`config.mk`:
```
export PLATFORM = sky130hd
export DESIGN_NAME = base64_encoder_flat
export DESIGN_NICKNAME = d
export VERILOG_FILES = /design/src/b64e_pkg.sv /design/src/b64e_if.sv /design/src/b64e_front.sv /design/src/b64e_queue.sv /design/src/b64e_back.sv /design/src/base64_encoder.sv /design/src/flat_wrapper.sv
export SDC_FILE = /design/constraint.sdc
export NUM_CORES = 1
export LEC_CHECK = 0
export ABC_AREA = 0
export CAP_MARGIN = 20
export CORE_UTILIZATION = 40
export CTS_CLUSTER_SIZE = 12
export DETAILED_ROUTE_END_ITERATION = 6
export DONT_BUFFER_PORTS = 1
export PLACE_DENSITY = 0.61
export SLEW_MARGIN = 20
export SYNTH_ARGS = -nofsm -noshare
export SYNTH_HDL_FRONTEND = slang
export SYNTH_HIERARCHICAL = 1
export SYNTH_SLANG_ARGS = --single-unit
```
`constraint.sdc`:
```
create_clock -name clk -period 5.1 [get_ports clk]
set_clock_uncertainty 0.2 [all_clocks]
set_input_delay 1.02 -clock clk [delete_from_list [all_inputs] [get_ports clk]]
set_output_delay 1.02 -clock clk [all_outputs]
set_load 0.1 [all_outputs]
```
`src/b64e_pkg.sv`:
```
// shared types, constants and the alphabet lookup for the base64 encoder
package b64e_pkg;

  localparam int unsigned CharW     = 7;
  localparam int unsigned SlotsMax  = 4;
  localparam int unsigned SlotIdxW  = 2;
  localparam int unsigned QueueDepth = 2;
  localparam int unsigned QueuePtrW  = 1;
  localparam int unsigned QueueCntW  = 2;

  localparam logic [CharW-1:0] PadChar = 7'h3D;

  // byte position within its group of three
  localparam logic [1:0] PhaseFirst  = 2'd0;
  localparam logic [1:0] PhaseSecond = 2'd1;
  localparam logic [1:0] PhaseThird  = 2'd2;

  typedef logic [CharW-1:0] char_t;

  // one decoded input byte: up to four characters and how many to send
  typedef struct packed {
    char_t [SlotsMax-1:0] chars;
    logic [SlotIdxW-1:0]  last_idx;
    logic                 fin;
  } b64e_job_t;

  // map a six-bit group to its standard alphabet character
  function automatic char_t b64e_sextet_char(input logic [5:0] v);
    char_t vx;
    char_t res;
    vx = {1'b0, v};
    if (v < 6'd26) begin
      res = vx + 7'h41;
    end else if (v < 6'd52) begin
      res = vx + 7'h47;
    end else if (v < 6'd62) begin
      res = vx - 7'h04;
    end else if (v == 6'd62) begin
      res = 7'h2B;
    end else begin
      res = 7'h2F;
    end
    return res;
  endfunction

endpackage

```
`src/b64e_if.sv`:
```
// stream channel interfaces for message bytes and encoded characters
interface b64e_in_if;
  logic       valid;
  logic       ready;
  logic [7:0] data_byte;
  logic       final_byte;

  modport source (output valid, output data_byte, output final_byte, input ready);
  modport sink   (input valid, input data_byte, input final_byte, output ready);
endinterface

interface b64e_out_if;
  logic       valid;
  logic       ready;
  logic [6:0] out_char;
  logic       run_last;
  logic       message_end;

  modport source (output valid, output out_char, output run_last, output message_end,
                  input ready);
  modport sink   (input valid, input out_char, input run_last, input message_end,
                  output ready);
endinterface

```
`src/b64e_front.sv`:
```
// front end: accepts bytes, tracks group phase and leftover bits, builds jobs
module b64e_front import b64e_pkg::*; (
  input  logic       clk,
  input  logic       rst_n,
  b64e_in_if.sink    in_bus,
  output logic       job_valid,
  input  logic       job_ready,
  output b64e_job_t  job
);

  logic [3:0] left_r, left_nxt;
  logic [1:0] phase_r, phase_nxt;
  logic       accept;
  logic [7:0] b;
  logic       fin;

  assign b         = in_bus.data_byte;
  assign fin       = in_bus.final_byte;
  assign in_bus.ready = job_ready;
  assign job_valid = in_bus.valid;
  assign accept    = in_bus.valid && job_ready;

  // classify the byte by its phase and form the characters it causes
  always_comb begin
    job.chars    = '{default: PadChar};
    job.last_idx = 2'd0;
    job.fin      = fin;
    left_nxt     = left_r;
    phase_nxt    = phase_r;
    unique case (phase_r)
      PhaseSecond: begin
        job.chars[0] = b64e_sextet_char({left_r[1:0], b[7:4]});
        if (fin) begin
          job.chars[1] = b64e_sextet_char({b[3:0], 2'b00});
          job.last_idx = 2'd2;
        end
        left_nxt  = b[3:0];
        phase_nxt = PhaseThird;
      end
      PhaseThird: begin
        job.chars[0] = b64e_sextet_char({left_r, b[7:6]});
        job.chars[1] = b64e_sextet_char(b[5:0]);
        job.last_idx = 2'd1;
        left_nxt     = 4'd0;
        phase_nxt    = PhaseFirst;
      end
      default: begin
        job.chars[0] = b64e_sextet_char(b[7:2]);
        if (fin) begin
          job.chars[1] = b64e_sextet_char({b[1:0], 4'b0000});
          job.last_idx = 2'd3;
        end
        left_nxt  = {2'b00, b[1:0]};
        phase_nxt = PhaseSecond;
      end
    endcase
    // end of message starts a fresh group
    if (fin) begin
      left_nxt  = 4'd0;
      phase_nxt = PhaseFirst;
    end
  end

  // phase and leftover state
  always_ff @(posedge clk) begin
    if (!rst_n) begin
      left_r  <= 4'd0;
      phase_r <= PhaseFirst;
    end else if (accept) begin
      left_r  <= left_nxt;
      phase_r <= phase_nxt;
    end
  end

endmodule

```
`src/b64e_queue.sv`:
```
// short job queue between front and back ends
module b64e_queue import b64e_pkg::*; (
  input  logic       clk,
  input  logic       rst_n,
  input  logic       push_valid,
  output logic       push_ready,
  input  b64e_job_t  push_job,
  output logic       pop_valid,
  input  logic       pop_ready,
  output b64e_job_t  pop_job
);

  b64e_job_t             slots_r [QueueDepth];
  logic [QueuePtrW-1:0]  wr_ptr_r, rd_ptr_r;
  logic [QueueCntW-1:0]  count_r;
  logic                  do_push, do_pop;

  assign push_ready = (count_r != QueueCntW'(QueueDepth));
  assign pop_valid  = (count_r != '0);
  assign pop_job    = slots_r[rd_ptr_r];
  assign do_push    = push_valid && push_ready;
  assign do_pop     = pop_valid && pop_ready;

  // storage
  always_ff @(posedge clk) begin
    if (do_push) begin
      slots_r[wr_ptr_r] <= push_job;
    end
  end

  // pointers and fill count
  always_ff @(posedge clk) begin
    if (!rst_n) begin
      wr_ptr_r <= '0;
      rd_ptr_r <= '0;
      count_r  <= '0;
    end else begin
      if (do_push) begin
        wr_ptr_r <= wr_ptr_r + 1'b1;
      end
      if (do_pop) begin
        rd_ptr_r <= rd_ptr_r + 1'b1;
      end
      if (do_push && !do_pop) begin
        count_r <= count_r + 1'b1;
      end else if (do_pop && !do_push) begin
        count_r <= count_r - 1'b1;
      end
    end
  end

endmodule

```
`src/b64e_back.sv`:
```
// back end: walks each job's characters and drives the output register
module b64e_back import b64e_pkg::*; (
  input  logic       clk,
  input  logic       rst_n,
  input  logic       job_valid,
  output logic       job_ready,
  input  b64e_job_t  job,
  b64e_out_if.source out_bus
);

  logic [SlotIdxW-1:0] idx_r;
  logic                out_valid_r;
  char_t               out_char_r;
  logic                run_last_r;
  logic                message_end_r;
  logic                load;
  logic                is_last;

  assign load      = job_valid && (!out_valid_r || out_bus.ready);
  assign is_last   = (idx_r == job.last_idx);
  assign job_ready = load && is_last;

  assign out_bus.valid       = out_valid_r;
  assign out_bus.out_char    = out_char_r;
  assign out_bus.run_last    = run_last_r;
  assign out_bus.message_end = message_end_r;

  // character index within the current job
  always_ff @(posedge clk) begin
    if (!rst_n) begin
      idx_r <= '0;
    end else if (load) begin
      idx_r <= is_last ? '0 : idx_r + 1'b1;
    end
  end

  // output beat valid
  always_ff @(posedge clk) begin
    if (!rst_n) begin
      out_valid_r <= 1'b0;
    end else if (load) begin
      out_valid_r <= 1'b1;
    end else if (out_bus.ready) begin
      out_valid_r <= 1'b0;
    end
  end

  // output beat payload
  always_ff @(posedge clk) begin
    if (load) begin
      out_char_r    <= job.chars[idx_r];
      run_last_r    <= is_last;
      message_end_r <= is_last && job.fin;
    end
  end

endmodule

```
`src/base64_encoder.sv`:
```
// top level of the streaming base64 encoder
// Streaming base64 encoder, standard alphabet with '=' padding. One message
// byte is taken per beat on in_bus, with final_byte set on the last byte of a
// message; every message must have at least one byte. Each byte yields one to
// four characters on out_bus, one character per clock while out_bus is ready:
// run_last marks the last character of a byte and message_end the last
// character of the message. A byte is taken into a two-entry job queue, so
// input and output stall independently; sustained rate is set by the single
// output register at one character per cycle while out_bus is ready, with the
// final byte of a message adding its flush and padding characters.
module base64_encoder import b64e_pkg::*; (
  input  logic        clk,
  input  logic        rst_n,
  b64e_in_if.sink     in_bus,
  b64e_out_if.source  out_bus
);

  logic      push_valid, push_ready;
  logic      pop_valid, pop_ready;
  b64e_job_t push_job, pop_job;

  b64e_front u_front (
    .clk       (clk),
    .rst_n     (rst_n),
    .in_bus    (in_bus),
    .job_valid (push_valid),
    .job_ready (push_ready),
    .job       (push_job)
  );

  b64e_queue u_queue (
    .clk        (clk),
    .rst_n      (rst_n),
    .push_valid (push_valid),
    .push_ready (push_ready),
    .push_job   (push_job),
    .pop_valid  (pop_valid),
    .pop_ready  (pop_ready),
    .pop_job    (pop_job)
  );

  b64e_back u_back (
    .clk       (clk),
    .rst_n     (rst_n),
    .job_valid (pop_valid),
    .job_ready (pop_ready),
    .job       (pop_job),
    .out_bus   (out_bus)
  );

endmodule

```
`src/flat_wrapper.sv`:
```
// flat-port wrapper written by rule: the top's interface ports become plain ports
module base64_encoder_flat import b64e_pkg::*;
  (clk, rst_n, in_bus_valid, in_bus_data_byte, in_bus_final_byte, in_bus_ready, out_bus_valid, out_bus_out_char, out_bus_run_last, out_bus_message_end, out_bus_ready);
  b64e_in_if in_bus_i ();
  b64e_out_if out_bus_i ();
  input  logic clk;
  input  logic rst_n;
  input wire logic [$bits(in_bus_i.valid)-1:0] in_bus_valid;
  input wire logic [$bits(in_bus_i.data_byte)-1:0] in_bus_data_byte;
  input wire logic [$bits(in_bus_i.final_byte)-1:0] in_bus_final_byte;
  output wire logic [$bits(in_bus_i.ready)-1:0] in_bus_ready;
  output wire logic [$bits(out_bus_i.valid)-1:0] out_bus_valid;
  output wire logic [$bits(out_bus_i.out_char)-1:0] out_bus_out_char;
  output wire logic [$bits(out_bus_i.run_last)-1:0] out_bus_run_last;
  output wire logic [$bits(out_bus_i.message_end)-1:0] out_bus_message_end;
  input wire logic [$bits(out_bus_i.ready)-1:0] out_bus_ready;
  assign in_bus_i.valid = in_bus_valid;
  assign in_bus_i.data_byte = in_bus_data_byte;
  assign in_bus_i.final_byte = in_bus_final_byte;
  assign in_bus_ready = in_bus_i.ready;
  assign out_bus_valid = out_bus_i.valid;
  assign out_bus_out_char = out_bus_i.out_char;
  assign out_bus_run_last = out_bus_i.run_last;
  assign out_bus_message_end = out_bus_i.message_end;
  assign out_bus_i.ready = out_bus_ready;
  base64_encoder u_core (.clk(clk), .rst_n(rst_n), .in_bus(in_bus_i), .out_bus(out_bus_i));
endmodule
```
==> results_tabular.tex, run 1 <==
\begin{tabular}{lr}
\hline
Metric & Value \\
\hline
\multicolumn{2}{l}{\textbf{Status}} \\
\quad Outcome & complete, no violations \\
\multicolumn{2}{l}{\textbf{Yosys}} \\
\quad Count of synthesis-stage warnings from yosys & 6 \\
\quad Share of flip-flops with an asynchronous set or reset & 0\% \\
\quad Sequential cell area fraction in the yosys report & 42.8\% \\
\quad Main combinational cell family by area after synthesis & compound AO/OA/AOI/OAI gates \\
\quad Instance count of the mapped netlist & 535 \\
\quad XOR/XNOR Fraction of Synth Area & 2.31\% \\
\quad Cell taking the most area after synthesis & sky130\_fd\_sc\_hd\_\_edfxtp\_1 \\
\quad Area share of fa/ha/maj cells after synthesis & 5.55\% \\
\quad Number of synthesized register bits & 85 \\
\quad Post-synth EDFFs & 71 \\
\quad Area fraction in compound gates after synthesis & 16.4\% \\
\quad Average footprint of a synthesized cell & 10.5 um2 \\
\quad Synth area leaders & sky130\_fd\_sc\_hd\_\_edfxtp\_1, sky130\_fd\_sc\_hd\_\_mux2\_2, sky130\_fd\_sc\_hd\_\_ha\_1, sky130\_fd\_sc\_hd\_\_dfxtp\_1, sky130\_fd\_sc\_hd\_\_nand2\_1 \\
\quad Post-Synth Simple-Gate Area & 15.0\% \\
\quad Ys flop type & sky130\_fd\_sc\_hd\_\_edfxtp\_1 \\
\quad Share of synthesized area spent on multiplexers & 10.8\% \\
\quad Distinct cells, synth & 77 \\
\quad Area of the mapped netlist & 5630 um2 \\
\quad Fraction of synthesized cell area taken by the top area cell type & 37.9\% \\
\multicolumn{2}{l}{\textbf{Clock tree}} \\
\quad Hold-fix buffer count after cts & 0 \\
\quad Worst-path clk slew & 0.06 ns \\
\quad Buffer levels on the longest clock path & 2 \\
\quad Inserted Clock Buffers & 9 \\
\quad Clock Tree Root & sky130\_fd\_sc\_hd\_\_clkbuf\_16 \\
\quad Clock sink count & 85 \\
\quad Worst skew pair latency & 0.32 ns \\
\quad Post\_cts resized & 0 \\
\quad Number of H-tree levels & 3 \\
\quad Number of setup buffers added after CTS & 0 \\
\quad CTS tree & built \\
\multicolumn{2}{l}{\textbf{Floorplan}} \\
\quad Vert. Die Dim & 121 um \\
\quad Number of top-level design ports & 24 \\
\quad Number of placement rows & 42 \\
\quad Starting density of the core & 41.7\% \\
\quad Standard cell core area & 13500 um2 \\
\quad Die Outline Area & 14600 um2 \\
\quad Die outline width & 121 um \\
\multicolumn{2}{l}{\textbf{Global routing}} \\
\quad Pin count of the biggest net entering global routing & 32 \\
\quad Remaining global-route overflow & 0 \\
\quad Wire length of the first global-routing pass & 21.2 mm \\
\quad Number of antenna violations at the first check in global routing & 0 \\
\quad GRT Util Overall & 18.7\% \\
\quad Via count of the first global-routing pass & 3982 \\
\multicolumn{2}{l}{\textbf{Power and ir drop}} \\
\quad Comb pwr share & 24.5\% \\
\quad Power density over the cells & 444 nW/um2 \\
\quad Internal power & 0.00162 W \\
\quad Net switching component of the power & 0.000996 W \\
\quad Switching fraction of total power & 38.1\% \\
\quad VDD IR-drop max & 0.226 mV \\
\quad Clock share of power & 23.7\% \\
\quad Static leakage & 2.01 nW \\
\quad Sequential power share & 51.8\% \\
\multicolumn{2}{l}{\textbf{Timing}} \\
\quad Shortest period the worst path allows & 3.06 ns \\
\quad Worst hold-check slack & 0.346 ns \\
\quad Final number of max-transition violations & 0 \\
\quad Worst slew margin relative to its limit & 33.8\% \\
\quad Final hold violation count & 0 \\
\quad Pin slew with the least headroom to its limit & 0.991 ns \\
\quad Number of setup violations in the final report & 0 \\
\quad Unrepaired setup endpoints after global routing & false \\
\quad Total Neg Setup Slack & 0 ns \\
\quad Highest Clock Rate & 326 MHz \\
\quad Final period utilization & 60.1\% \\
\multicolumn{2}{l}{\textbf{Run}} \\
\quad Number of maximum-capacitance constraint violations & 0 \\
\multicolumn{2}{l}{\textbf{Finish}} \\
\quad Syn-to-layout area delta & 4.55\% \\
\quad Number of antenna cells inserted & 0 \\
\quad Most used cells in the layout excluding fill and tap cells & sky130\_fd\_sc\_hd\_\_edfxtp\_1, sky130\_fd\_sc\_hd\_\_nand2\_1, sky130\_fd\_sc\_hd\_\_mux2\_2, sky130\_fd\_sc\_hd\_\_a21oi\_1, sky130\_fd\_sc\_hd\_\_ha\_1 \\
\quad Most common cell after layout, fill and taps aside & sky130\_fd\_sc\_hd\_\_edfxtp\_1 \\
\quad Fraction of layout instances using a drive strength above 1 & 13.3\% \\
\quad Total Nets Final & 544 \\
\multicolumn{2}{l}{\textbf{Route}} \\
\quad Mean number of vias per cell & 5.99 \\
\quad Count of unresolved DRC violations after routing & 0 \\
\quad Detailed Route Iter0 Violations & 321 \\
\quad DRT antenna net count & 0 \\
\quad Vias after detailed routing & 4117 \\
\quad Routed wirelength normalized by instance count & 18.9 um \\
\quad Final wirelength & 13.0 mm \\
\quad Detailed Routing Iterations Pass 1 & 5 \\
\multicolumn{2}{l}{\textbf{Critical path}} \\
\quad Crit path kind & register to register \\
\quad Worst setup SP type & register \\
\quad Number of cell instances on the worst register-to-register path & 7 \\
\quad FF-to-FF setup slack & 2.04 ns \\
\quad Worst flop-to-flop path startpoint & u\_core/u\_back/out\_bus.valid \\
\quad Required time at the worst-slack endpoint & 5.16 ns \\
\quad Data arrival, critical path & 3.12 ns \\
\quad Endpoint of the lowest-slack register-to-register path & u\_core/u\_queue/count\_r[1] \\
\quad Category of the worst setup path capture point & register \\
\quad Biggest fanout along the worst timing path & 12 \\
\multicolumn{2}{l}{\textbf{Worst hold path}} \\
\quad Worst hold path stage count & 2 \\
\quad Hold path start & u\_core/u\_front/phase\_r[1] \\
\quad Type of the worst min-delay path & register to register \\
\quad Worst hold endpoint & u\_core/u\_front/phase\_r[1] \\
\multicolumn{2}{l}{\textbf{Placed design}} \\
\quad Number of I/O port buffers & 0 \\
\quad Gpl congestion & 0.950 \\
\quad HPWL after DPL & 9.01 mm \\
\hline
\end{tabular}
[flip-flops by register name (all words and copies together) (netlist names), named ones only]
| register | flops |
|---|---|
| u_core/u_back/out_bus.run_last | 1 |
| u_core/u_queue/slots_r | 62 |
| u_core/u_front/left_r | 4 |
| u_core/u_back/out_bus.out_char | 7 |
| u_core/u_back/out_bus.valid | 1 |
| u_core/u_front/phase_r | 2 |
| u_core/u_back/idx_r | 2 |
| u_core/u_queue/count_r | 2 |
| u_core/u_queue/wr_ptr_r | 1 |
| u_core/u_queue/rd_ptr_r | 1 |
| u_core/u_back/out_bus.message_end | 1 |
[metrics by stage]
| step | setup WS [ns] | util [%] | power, W | instance area [um2] | instances |
|---|---|---|---|---|---|
| 2_1_floorplan | 1.66 | - | 0.00188 | 5680 | 547 |
| 3_3_place_gp | 1.79 | 41.5 | 0.00199 | 5600 | 671 |
| 3_5_place_dp | 1.86 | 41.5 | 0.00201 | 5600 | 671 |
| 4_1_cts | 2.03 | 43.6 | 0.00264 | 5890 | 687 |
| 5_1_grt | 1.85 | 43.6 | 0.00273 | 5890 | 687 |
| 6_report | 2.04 | 43.6 | 0.00261 | 5890 | 687 |
[power by group through the flow]
stage | sequential, W | combinational, W | clock [W]
detailed placement | 0.00137 | 0.000639 | 0
global placement | 0.00136 | 0.000626 | 0
finish | 0.00135 | 0.000641 | 0.000619
floorplan | 0.00132 | 0.000559 | 0
CTS | 0.00136 | 0.000642 | 0.000636
global route | 0.00137 | 0.000701 | 0.000659
[synth_stat cells (6+ instances only)]
cell type,n
sky130_fd_sc_hd__buf_2,27
sky130_fd_sc_hd__inv_1,22
sky130_fd_sc_hd__a31oi_1,11
sky130_fd_sc_hd__a21oi_1,28
sky130_fd_sc_hd__nand3_1,15
sky130_fd_sc_hd__nand4_1,8
sky130_fd_sc_hd__and2_1,12
sky130_fd_sc_hd__nor3_1,10
sky130_fd_sc_hd__buf_4,18
sky130_fd_sc_hd__a21boi_0,7
sky130_fd_sc_hd__o211ai_1,6
sky130_fd_sc_hd__xnor2_1,9
sky130_fd_sc_hd__mux2i_1,7
sky130_fd_sc_hd__clkbuf_1,8
sky130_fd_sc_hd__nand2b_1,8
sky130_fd_sc_hd__dfxtp_1,14
sky130_fd_sc_hd__edfxtp_1,71
sky130_fd_sc_hd__nor2b_1,9
sky130_fd_sc_hd__o21ai_0,24
sky130_fd_sc_hd__ha_1,25
sky130_fd_sc_hd__nand2_1,40
sky130_fd_sc_hd__mux2_2,33
sky130_fd_sc_hd__nor2_1,16
[critical path, stage by stage, from the launching register on]
cell and delay, ns:
sky130_fd_sc_hd__dfxtp_1 0.97, sky130_fd_sc_hd__nand2b_1 0.22, sky130_fd_sc_hd__and2_1 0.43, sky130_fd_sc_hd__and2_1 0.24, sky130_fd_sc_hd__o21ai_1 0.13, sky130_fd_sc_hd__ha_1 0.30, sky130_fd_sc_hd__or3_1 0.36, sky130_fd_sc_hd__a21boi_1 0.13
[worst max-delay path by stage]
stage	from	slack (ns)	endpoint	depth (start not counted)
2_1_floorplan	in_bus_data_byte[1]	1.66	u_core/u_queue/slots_r[0][14]	12
3_3_place_gp	in_bus_data_byte[6]	1.79	u_core/u_queue/slots_r[0][7]	7
3_5_place_dp	in_bus_data_byte[6]	1.86	u_core/u_queue/slots_r[0][6]	6
4_1_cts	u_core/u_back/out_bus.valid	2.03	u_core/u_queue/count_r[1]	7
5_1_grt	u_core/u_back/out_bus.valid	1.85	u_core/u_queue/count_r[1]	7
6_report	u_core/u_back/out_bus.valid	2.04	u_core/u_queue/count_r[1]	7
[cell families (layout without fill, tap and decap cells)]
kind of cell             Yosys count  in the layout
AND/OR/NAND/NOR                  152            152
buffers and inverters             77             41
multiplexers                      47             47
XOR/XNOR                          14             14
other                              2             14
adder cells (fa/ha/maj)           25             25
flip-flops                        85             85
AO/OA/AOI/OAI                    133            133
[layout make-up]
| class | count | area [um2] |
|---|---|---|
| Fill cell | 1249 | 7620 |
| Multi-Input combinational cell | 385 | 2870 |
| Sequential cell | 85 | 2410 |
| Clock buffer | 11 | 233 |
| Tap cell | 176 | 220 |
| Inverter | 22 | 82.6 |
| Clock inverter | 5 | 51.3 |
| Timing Repair Buffer | 3 | 22.5 |
[metal layers]
| layer | share of wire, % | vias to the layer above | track usage (%) |
|---|---|---|---|
| li1 | - | 1933 | - |
| met1 | 44 | 2008 | 24.6 |
| met2 | 49 | 162 | 31.3 |
| met3 | 5.9 | 14 | 3.25 |
| met4 | 1.1 | 0 | 5.86 |
| met5 | 0 | - | 0 |
(Power assumes the default switching activity.)
==> inputs of run 2 (changes only) <==
- clock period: 5.1 -> 3.2 ns (I/O delays scaled with it)
==> run 2 against run 1 <==
  * Worst hold slack worse by 0.14 ns
  * Clock power grew 71%
  * Register-to-register slack worse by 1.4 ns
  * Flip-flop and latch count stayed put
  * Power is 64% higher
  * Highest routed layer unchanged
  * Non-clock buffer count increased by 14
  * First-iteration DRC count grew 11%
  * Global-route usage decreased by 0.16 points
  * Worst setup slack worse by 1.4 ns
  * Combinational power grew 83%
==> results_tabular.tex, run 2 (synthesis results as in run 1) <==
\begin{tabular}{lr}
\hline
Metric & Value \\
\hline
\multicolumn{2}{l}{\textbf{Critical path}} \\
\quad Worst flop-to-flop path startpoint & u\_core/u\_front/left\_r[0] \\
\quad Data arrival, critical path & 2.42 ns (-0.70 ns) \\
\quad Number of cell instances on the worst register-to-register path & 7 (unchanged) \\
\quad Crit-path cells & inv\_1, ha\_1, and3b\_1, nand2\_1, mux2\_2, a21oi\_1, a22oi\_1 \\
\quad Worst path slowest cell & sky130\_fd\_sc\_hd\_\_dfxtp\_1 \\
\quad Required time at the worst-slack endpoint & 3.03 ns (-2.13 ns) \\
\quad Largest stage delay on the critical path & 0.46 ns (-0.51 ns) \\
\quad Crit path kind & register to register \\
\quad Endpoint of the lowest-slack register-to-register path & u\_core/u\_queue/slots\_r[0][3] \\
\quad FF-to-FF setup slack & 0.61 ns (-1.42 ns) \\
\quad Biggest fanout along the worst timing path & 9 (-3) \\
\quad Worst setup SP type & register \\
\quad Startpoint of the most critical setup path & u\_core/u\_front/left\_r[0] \\
\quad Category of the worst setup path capture point & register \\
\multicolumn{2}{l}{\textbf{Timing}} \\
\quad Total Neg Setup Slack & 0 ns (unchanged) \\
\quad Final number of max-transition violations & 0 (unchanged) \\
\quad Final period utilization & 80.8\% (+21 points) \\
\quad Unrepaired setup endpoints after global routing & false \\
\quad Shortest period the worst path allows & 2.59 ns (-0.477 ns) \\
\quad Worst slew margin relative to its limit & 40.2\% (+6.4 points) \\
\quad Highest Clock Rate & 387 MHz (+18\%) \\
\quad Number of setup violations in the final report & 0 (unchanged) \\
\quad Pin slew with the least headroom to its limit & 0.899 ns (-0.0922 ns) \\
\quad Final hold violation count & 0 (unchanged) \\
\multicolumn{2}{l}{\textbf{Run}} \\
\quad Number of maximum-capacitance constraint violations & 0 (unchanged) \\
\multicolumn{2}{l}{\textbf{Power and ir drop}} \\
\quad Switching fraction of total power & 37.0\% (-1.1 points) \\
\quad Net switching component of the power & 0.00158 W (+59\%) \\
\quad VDD IR-drop max & 0.270 mV (+20\%) \\
\quad Clock share of power & 24.8\% (+1.1 points) \\
\quad Internal power & 0.00269 W (+67\%) \\
\quad Comb pwr share & 27.3\% (+2.8 points) \\
\quad Static leakage & 2.10 nW (+4.0\%) \\
\quad Sequential power share & 48.0\% (-3.8 points) \\
\quad Power density over the cells & 711 nW/um2 (+60\%) \\
\multicolumn{2}{l}{\textbf{Route}} \\
\quad Detailed Routing Iterations Pass 1 & 5 (unchanged) \\
\quad Routed wirelength normalized by instance count & 18.4 um (-2.5\%) \\
\quad Detailed Route Iter0 Violations & 357 (+11\%) \\
\quad Count of unresolved DRC violations after routing & 0 (unchanged) \\
\quad DRT antenna net count & 0 (unchanged) \\
\quad Final wirelength & 12.9 mm (-0.62\%) \\
\quad Mean number of vias per cell & 5.88 (-1.9\%) \\
\quad Vias after detailed routing & 4116 (-0.024\%) \\
\multicolumn{2}{l}{\textbf{Clock tree}} \\
\quad Post\_cts resized & 0 (unchanged) \\
\quad Number of setup buffers added after CTS & 0 (unchanged) \\
\quad CTS tree & built \\
\quad Worst-path clk slew & 0.06 ns (about the same) \\
\quad Buffer levels on the longest clock path & 2 (unchanged) \\
\quad Hold-fix buffer count after cts & 0 (unchanged) \\
\quad Clock Tree Root & sky130\_fd\_sc\_hd\_\_clkbuf\_16 \\
\quad Inserted Clock Buffers & 9 (unchanged) \\
\quad Clock sink count & 85 (unchanged) \\
\quad Worst skew pair latency & 0.33 ns (about the same) \\
\quad Number of H-tree levels & 3 (unchanged) \\
\multicolumn{2}{l}{\textbf{Floorplan}} \\
\quad Number of placement rows & 42 (unchanged) \\
\quad Die Outline Area & 14600 um2 (unchanged) \\
\quad Vert. Die Dim & 121 um (unchanged) \\
\quad Starting density of the core & 41.7\% (unchanged) \\
\quad Number of top-level design ports & 24 (unchanged) \\
\quad Die outline width & 121 um (unchanged) \\
\quad Standard cell core area & 13500 um2 (unchanged) \\
\multicolumn{2}{l}{\textbf{Worst hold path}} \\
\quad Worst hold endpoint & u\_core/u\_queue/slots\_r[0][0] \\
\quad Hold path start & in\_bus\_final\_byte \\
\quad Worst hold path stage count & 0 (-2) \\
\quad Type of the worst min-delay path & primary input to register \\
\multicolumn{2}{l}{\textbf{Placed design}} \\
\quad Number of I/O port buffers & 0 (unchanged) \\
\quad HPWL after DPL & 9.09 mm (+0.91\%) \\
\quad Gpl congestion & 0.932 (-1.9\%) \\
\multicolumn{2}{l}{\textbf{Global routing}} \\
\quad Via count of the first global-routing pass & 3958 (-0.60\%) \\
\quad Pin count of the biggest net entering global routing & 32 (unchanged) \\
\quad GRT Util Overall & 18.6\% (-0.16 points) \\
\quad Remaining global-route overflow & 0 (unchanged) \\
\quad Number of antenna violations at the first check in global routing & 0 (unchanged) \\
\quad Wire length of the first global-routing pass & 20.9 mm (-1.6\%) \\
\multicolumn{2}{l}{\textbf{Finish}} \\
\quad Fraction of layout instances using a drive strength above 1 & 15.6\% (+2.3 points) \\
\quad Most common cell after layout, fill and taps aside & sky130\_fd\_sc\_hd\_\_edfxtp\_1 \\
\quad Most used cells in the layout excluding fill and tap cells & sky130\_fd\_sc\_hd\_\_edfxtp\_1, sky130\_fd\_sc\_hd\_\_nand2\_1, sky130\_fd\_sc\_hd\_\_mux2\_2, sky130\_fd\_sc\_hd\_\_a21oi\_1, sky130\_fd\_sc\_hd\_\_ha\_1 \\
\quad Final Util & 44.5\% (+0.94 points) \\
\quad Syn-to-layout area delta & 6.80\% \\
\quad Number of flip-flops in the largest register & 62 (unchanged) \\
\quad Fill cell count & 1257 (+0.64\%) \\
\quad Number of antenna cells inserted & 0 (unchanged) \\
\quad Top reg by flops & u\_core/u\_queue/slots\_r \\
\quad Total Nets Final & 558 (+2.6\%) \\
\multicolumn{2}{l}{\textbf{Status}} \\
\quad Outcome & complete, no violations \\
\hline
\end{tabular}
[run 2: how the worst max path moves through the flow]
stage / slack, ns / endpoint / cells past startpoint
detailed placement: 0.33 / u_core/u_queue/slots_r[1][14] / 9
CTS: 0.66 / u_core/u_queue/slots_r[0][3] / 7
global route: 0.48 / u_core/u_queue/slots_r[0][5] / 7
global placement: 0.32 / u_core/u_queue/slots_r[1][13] / 9
finish: 0.61 / u_core/u_queue/slots_r[0][3] / 7
floorplan: 0.14 / u_core/u_queue/slots_r[0][14] / 12
[run 2: stage by stage]
| step | setup WS, ns | hold slack [ns] | cell area [um2] | power (W) | std cells |
|---|---|---|---|---|---|
| floorplan | 0.139 | 0.307 | 5680 | 0.00300 | 547 |
| global placement | 0.323 | 0.331 | 5710 | 0.00322 | 685 |
| detailed placement | 0.328 | 0.350 | 5710 | 0.00325 | 685 |
| CTS | 0.659 | 0.189 | 6010 | 0.00432 | 700 |
| global route | 0.476 | 0.182 | 6010 | 0.00449 | 700 |
| finish | 0.613 | 0.204 | 6010 | 0.00428 | 700 |
[run 2: area by class of cell]
| class | instances | area [um2] | share of cell area (%) |
|---|---|---|---|
| multi-input combinational | 385 | 2870 | 47.7 |
| clock buffer | 10 | 229 | 3.81 |
| timing repair buffer | 17 | 128 | 2.12 |
| clock inverter | 5 | 76.3 | 1.27 |
| inverter | 22 | 82.6 | 1.37 |
| tap | 176 | 220 | 3.66 |
| sequential | 85 | 2410 | 40.1 |
[run 2: layer usage]
layer | share of wire (%) | up-vias | wire length, um | GRT usage (%)
met4 | 1.6 | 0 | 210 | 5.48
met5 | 0 | - | 0 | 0
met2 | 47 | 128 | 6130 | 30.5
met1 | 46 | 1996 | 5980 | 25.0
met3 | 4.6 | 21 | 589 | 3.07
li1 | - | 1971 | - | -
[run 2: critical path: cells and delay by family, from the launching register on]
kind	cells	cell delay, ns
buf+inv	1	0.15
fa+ha+maj	1	0.27
flops	1	0.46
simple gates	2	0.59
compound gates	2	0.32
mux	1	0.29
[run 2: power by group through the flow]
stage               sequential [W]  combinational (W)  clock (W)
global placement           0.00207            0.00115          0
CTS                        0.00205            0.00118    0.00109
detailed placement         0.00208            0.00117          0
floorplan                  0.00210           0.000891          0
finish                     0.00205            0.00117    0.00106
global route               0.00208            0.00128    0.00113
==> inputs of run 3 (changes only) <==
- ABC_AREA: 0 -> 1
- clock period: 3.2 -> 2.45 ns (I/O delays scaled with it)
==> run 3 against run 2 <==
  * Global-route usage down 0.26 points
  * Register-to-register slack worse by 0.39 ns
  * Routed wire length down 3.3%
  * First-iteration DRC count up 2.0%
  * Area after synthesis up 0.16%
  * Flip-flop and latch count unchanged
  * Cell area up 1.8%
  * Power up 16%
  * Cell count up 20%
==> results_tabular.tex, run 3 <==
\begin{tabular}{lr}
\hline
Metric & Value \\
\hline
\multicolumn{2}{l}{\textbf{Yosys}} \\
\quad Average footprint of a synthesized cell & 8.76 um2 (-17\%) \\
\quad Synth cell count leaders & sky130\_fd\_sc\_hd\_\_nand2\_1, sky130\_fd\_sc\_hd\_\_edfxtp\_1, sky130\_fd\_sc\_hd\_\_nor2\_1 \\
\quad Ys flop type & sky130\_fd\_sc\_hd\_\_edfxtp\_1 \\
\quad Post-synth EDFFs & 71 (unchanged) \\
\quad Synth area leaders & sky130\_fd\_sc\_hd\_\_edfxtp\_1, sky130\_fd\_sc\_hd\_\_nand2\_1, sky130\_fd\_sc\_hd\_\_mux2\_2, sky130\_fd\_sc\_hd\_\_ha\_1, sky130\_fd\_sc\_hd\_\_dfxtp\_1 \\
\quad Sequential cell area fraction in the yosys report & 42.8\% (-0.067 points) \\
\quad Instance count of the mapped netlist & 644 (+20\%) \\
\quad Cell taking the most area after synthesis & sky130\_fd\_sc\_hd\_\_edfxtp\_1 \\
\quad Count of synthesis-stage warnings from yosys & 6 (unchanged) \\
\quad Number of synthesized register bits & 85 (unchanged) \\
\quad Fraction of synthesized cell area taken by the top area cell type & 37.8\% (-0.059 points) \\
\quad Share of flip-flops with an asynchronous set or reset & 0\% (unchanged) \\
\quad Cell with the most instances after synthesis & sky130\_fd\_sc\_hd\_\_nand2\_1 \\
\quad Area of the mapped netlist & 5640 um2 (+0.16\%) \\
\quad Distinct cells, synth & 44 (-43\%) \\
\multicolumn{2}{l}{\textbf{Clock tree}} \\
\quad Buffer levels on the longest clock path & 2 (unchanged) \\
\quad CTS tree & built \\
\quad Inserted Clock Buffers & 9 (unchanged) \\
\quad Number of setup buffers added after CTS & 0 (unchanged) \\
\quad Worst-path clk slew & 0.06 ns (about the same) \\
\quad Clock Tree Root & sky130\_fd\_sc\_hd\_\_clkbuf\_16 \\
\quad Clock sink count & 85 (unchanged) \\
\quad Hold-fix buffer count after cts & 0 (unchanged) \\
\quad Worst skew pair latency & 0.34 ns (about the same) \\
\quad Number of H-tree levels & 3 (unchanged) \\
\quad Post\_cts resized & 0 (unchanged) \\
\multicolumn{2}{l}{\textbf{Power and ir drop}} \\
\quad Clock share of power & 27.8\% (+3.0 points) \\
\quad Net switching component of the power & 0.00176 W (+11\%) \\
\quad Total power & 0.00497 W (+16\%) \\
\quad Comb pwr share & 32.9\% (+5.6 points) \\
\quad Static leakage & 2.42 nW (+16\%) \\
\quad Power density over the cells & 811 nW/um2 (+14\%) \\
\quad Sequential power share & 39.2\% (-8.8 points) \\
\quad VDD IR-drop max & 0.326 mV (+21\%) \\
\quad Switching fraction of total power & 35.4\% (-1.6 points) \\
\quad Internal power & 0.00321 W (+19\%) \\
\multicolumn{2}{l}{\textbf{Critical path}} \\
\quad Crit path kind & register to register \\
\quad Crit path capture & u\_core/u\_queue/slots\_r[0][8] \\
\quad Family with the most delay on the worst path & simple AND/OR/NAND/NOR gates \\
\quad Worst setup SP type & register \\
\quad Data arrival, critical path & 2.16 ns (-0.26 ns) \\
\quad Endpoint of the lowest-slack register-to-register path & u\_core/u\_queue/slots\_r[0][8] \\
\quad Biggest fanout along the worst timing path & 7 (-2) \\
\quad Buffers and inverters on the worst path & 2 (+1) \\
\quad Startpoint of the most critical setup path & u\_core/u\_front/left\_r[0] \\
\quad Worst flop-to-flop path startpoint & u\_core/u\_front/left\_r[0] \\
\quad CP Depth & 9 (+2) \\
\quad Crit-path cells & ha\_1, inv\_2, nor2\_4, inv\_1, nand3\_1, o21ai\_1, a21oi\_1, nor2\_1, nor2\_1 \\
\quad Worst path slowest cell & sky130\_fd\_sc\_hd\_\_dfxtp\_1 \\
\quad Required time at the worst-slack endpoint & 2.38 ns (-0.65 ns) \\
\quad Largest stage delay on the critical path & 0.48 ns (+0.02 ns) \\
\quad Category of the worst setup path capture point & register \\
\quad Cell seen most often among critical-path stages & sky130\_fd\_sc\_hd\_\_nor2\_1 \\
\quad Number of cell instances on the worst register-to-register path & 9 (+2) \\
\quad FF-to-FF setup slack & 0.22 ns (-0.39 ns) \\
\multicolumn{2}{l}{\textbf{Global routing}} \\
\quad Met3 layer usage reported by global route & 3.21\% (+0.14 points) \\
\quad Met1 Usage GRT & 23.3\% (-1.7 points) \\
\quad Global-route met2 utilization & 30.6\% (+0.11 points) \\
\quad Wire length of the first global-routing pass & 20.8 mm (-0.66\%) \\
\quad Most used routing layer in global routing & met2 \\
\quad Remaining global-route overflow & 0 (unchanged) \\
\quad Number of antenna violations at the first check in global routing & 0 (unchanged) \\
\quad Pin count of the biggest net entering global routing & 32 (unchanged) \\
\quad Via count of the first global-routing pass & 4232 (+6.9\%) \\
\quad GRT Util Overall & 18.3\% (-0.26 points) \\
\multicolumn{2}{l}{\textbf{Finish}} \\
\quad Layout Cells excl Fill & 837 (+20\%) \\
\quad Total Nets Final & 690 (+24\%) \\
\quad Most common cell after layout, fill and taps aside & sky130\_fd\_sc\_hd\_\_nand2\_1 \\
\quad Number of flip-flops in the largest register & 62 (unchanged) \\
\quad Syn-to-layout area delta & 8.58\% \\
\quad Fraction of layout instances using a drive strength above 1 & 19.0\% (+3.4 points) \\
\quad Top reg by flops & u\_core/u\_queue/slots\_r \\
\quad Number of antenna cells inserted & 0 (unchanged) \\
\quad Most used cells in the layout excluding fill and tap cells & sky130\_fd\_sc\_hd\_\_nand2\_1, sky130\_fd\_sc\_hd\_\_edfxtp\_1, sky130\_fd\_sc\_hd\_\_inv\_1, sky130\_fd\_sc\_hd\_\_nor2\_1, sky130\_fd\_sc\_hd\_\_nand3\_1 \\
\multicolumn{2}{l}{\textbf{Timing}} \\
\quad Worst slew margin relative to its limit & 66.6\% (+26 points) \\
\quad Number of setup violations in the final report & 0 (unchanged) \\
\quad Shortest period the worst path allows & 2.23 ns (-0.357 ns) \\
\quad Pin slew with the least headroom to its limit & 0.501 ns (-0.398 ns) \\
\quad Slack of the critical path & 0.221 ns (-0.393 ns) \\
\quad Unrepaired setup endpoints after global routing & false \\
\quad Final hold violation count & 0 (unchanged) \\
\quad Final number of max-transition violations & 0 (unchanged) \\
\quad Final period utilization & 91.0\% (+10 points) \\
\quad Highest Clock Rate & 449 MHz (+16\%) \\
\quad Worst hold-check slack & 0.0474 ns (-0.156 ns) \\
\multicolumn{2}{l}{\textbf{Status}} \\
\quad Outcome & complete, no violations \\
\multicolumn{2}{l}{\textbf{Floorplan}} \\
\quad Number of top-level design ports & 24 (unchanged) \\
\quad Number of placement rows & 43 (+2.4\%) \\
\quad Die Outline Area & 14600 um2 (+0.15\%) \\
\quad Standard cell core area & 13800 um2 (+2.4\%) \\
\quad Vert. Die Dim & 121 um (about the same) \\
\quad Starting density of the core & 40.8\% (-0.91 points) \\
\quad Die outline width & 121 um (about the same) \\
\multicolumn{2}{l}{\textbf{Route}} \\
\quad Vias after detailed routing & 4384 (+6.5\%) \\
\quad Count of unresolved DRC violations after routing & 0 (unchanged) \\
\quad Detailed Route Iter0 Violations & 364 (+2.0\%) \\
\quad DRT antenna net count & 0 (unchanged) \\
\quad Detailed Routing Iterations Pass 1 & 5 (unchanged) \\
\quad Final wirelength & 12.5 mm (-3.3\%) \\
\quad Routed wirelength normalized by instance count & 14.9 um (-19\%) \\
\quad Mean number of vias per cell & 5.24 (-11\%) \\
\multicolumn{2}{l}{\textbf{Placed design}} \\
\quad Number of I/O port buffers & 0 (unchanged) \\
\quad Gpl congestion & 0.922 (-1.1\%) \\
\quad Cell Count Post-Placement & 821 (+20\%) \\
\quad HPWL after DPL & 9.28 mm (+2.1\%) \\
\quad Post-Place Setup Slack & 0.0751 ns (-0.253 ns) \\
\multicolumn{2}{l}{\textbf{Worst hold path}} \\
\quad Type of the worst min-delay path & primary input to register \\
\quad Hold path start & in\_bus\_final\_byte \\
\multicolumn{2}{l}{\textbf{Run}} \\
\quad Number of maximum-capacitance constraint violations & 0 (unchanged) \\
\hline
\end{tabular}
run 3: worst min-delay path by stage:
stage                     slack (ns)                           end  depth (start not counted)
after global routing            0.03  u_core/u_queue/slots_r[0][0]                          0
after floorplan                 0.27                      register                          2
after detailed placement        0.30       u_core/u_queue/rd_ptr_r                          2
final                           0.05  u_core/u_queue/slots_r[0][0]                          0
after CTS                       0.03  u_core/u_queue/slots_r[0][0]                          0
after global placement          0.28       u_core/u_queue/rd_ptr_r                          2
run 3: kinds of logic after synthesis:
family / share of synthesized area, %
simple gates: 20.4
compound gates: 12.6
buf+inv: 10.0
flops: 42.8
mux: 6.19
fa+ha+maj: 5.55
xor+xnor: 2.31
other cells: 0.133
run 3: layer usage:
layer | share of wire [%] | vias to the layer above | routed length (um)
met5 | 0 | - | 0
met4 | 2.3 | 0 | 282
li1 | - | 2189 | -
met3 | 4.8 | 20 | 604
met2 | 47 | 135 | 5910
met1 | 46 | 2040 | 5680
run 3: final cells by class:
| type | instances | area (um2) |
|---|---|---|
| well taps | 180 | 225 |
| clock buffers | 10 | 229 |
| clock inverters | 6 | 77.6 |
| flip-flops and latches | 85 | 2420 |
| repair buffers | 24 | 180 |
| fillers | 1343 | 7700 |
| inverters | 73 | 279 |
| multi-input cells | 459 | 2720 |
run 3: through the flow:
stage	utilization, %	area, um2	setup TNS [ns]
2_1_floorplan	-	5690	-8.76
4_1_cts	44.2	6110	0
5_1_grt	44.3	6120	0
3_3_place_gp	42.0	5810	0
6_report	44.3	6120	0
3_5_place_dp	42.0	5810	0
run 3: worst reg2reg max path, cell delays in order, from the launching register on:
cell and delay (ns):
sky130_fd_sc_hd__dfxtp_1 0.48, sky130_fd_sc_hd__ha_1 0.33, sky130_fd_sc_hd__inv_2 0.10, sky130_fd_sc_hd__nor2_4 0.19, sky130_fd_sc_hd__inv_1 0.13, sky130_fd_sc_hd__nand3_1 0.10
sky130_fd_sc_hd__o21ai_1 0.08, sky130_fd_sc_hd__a21oi_1 0.15, sky130_fd_sc_hd__nor2_1 0.05, sky130_fd_sc_hd__nor2_1 0.24
run 3: power by group through the flow:
stage / clock network, W / logic [W] / registers, W
2_1_floorplan: 0 / 0.000940 / 0.00236
3_3_place_gp: 0 / 0.00161 / 0.00197
3_5_place_dp: 0 / 0.00163 / 0.00198
4_1_cts: 0.00142 / 0.00163 / 0.00195
5_1_grt: 0.00146 / 0.00178 / 0.00197
6_report: 0.00138 / 0.00164 / 0.00195
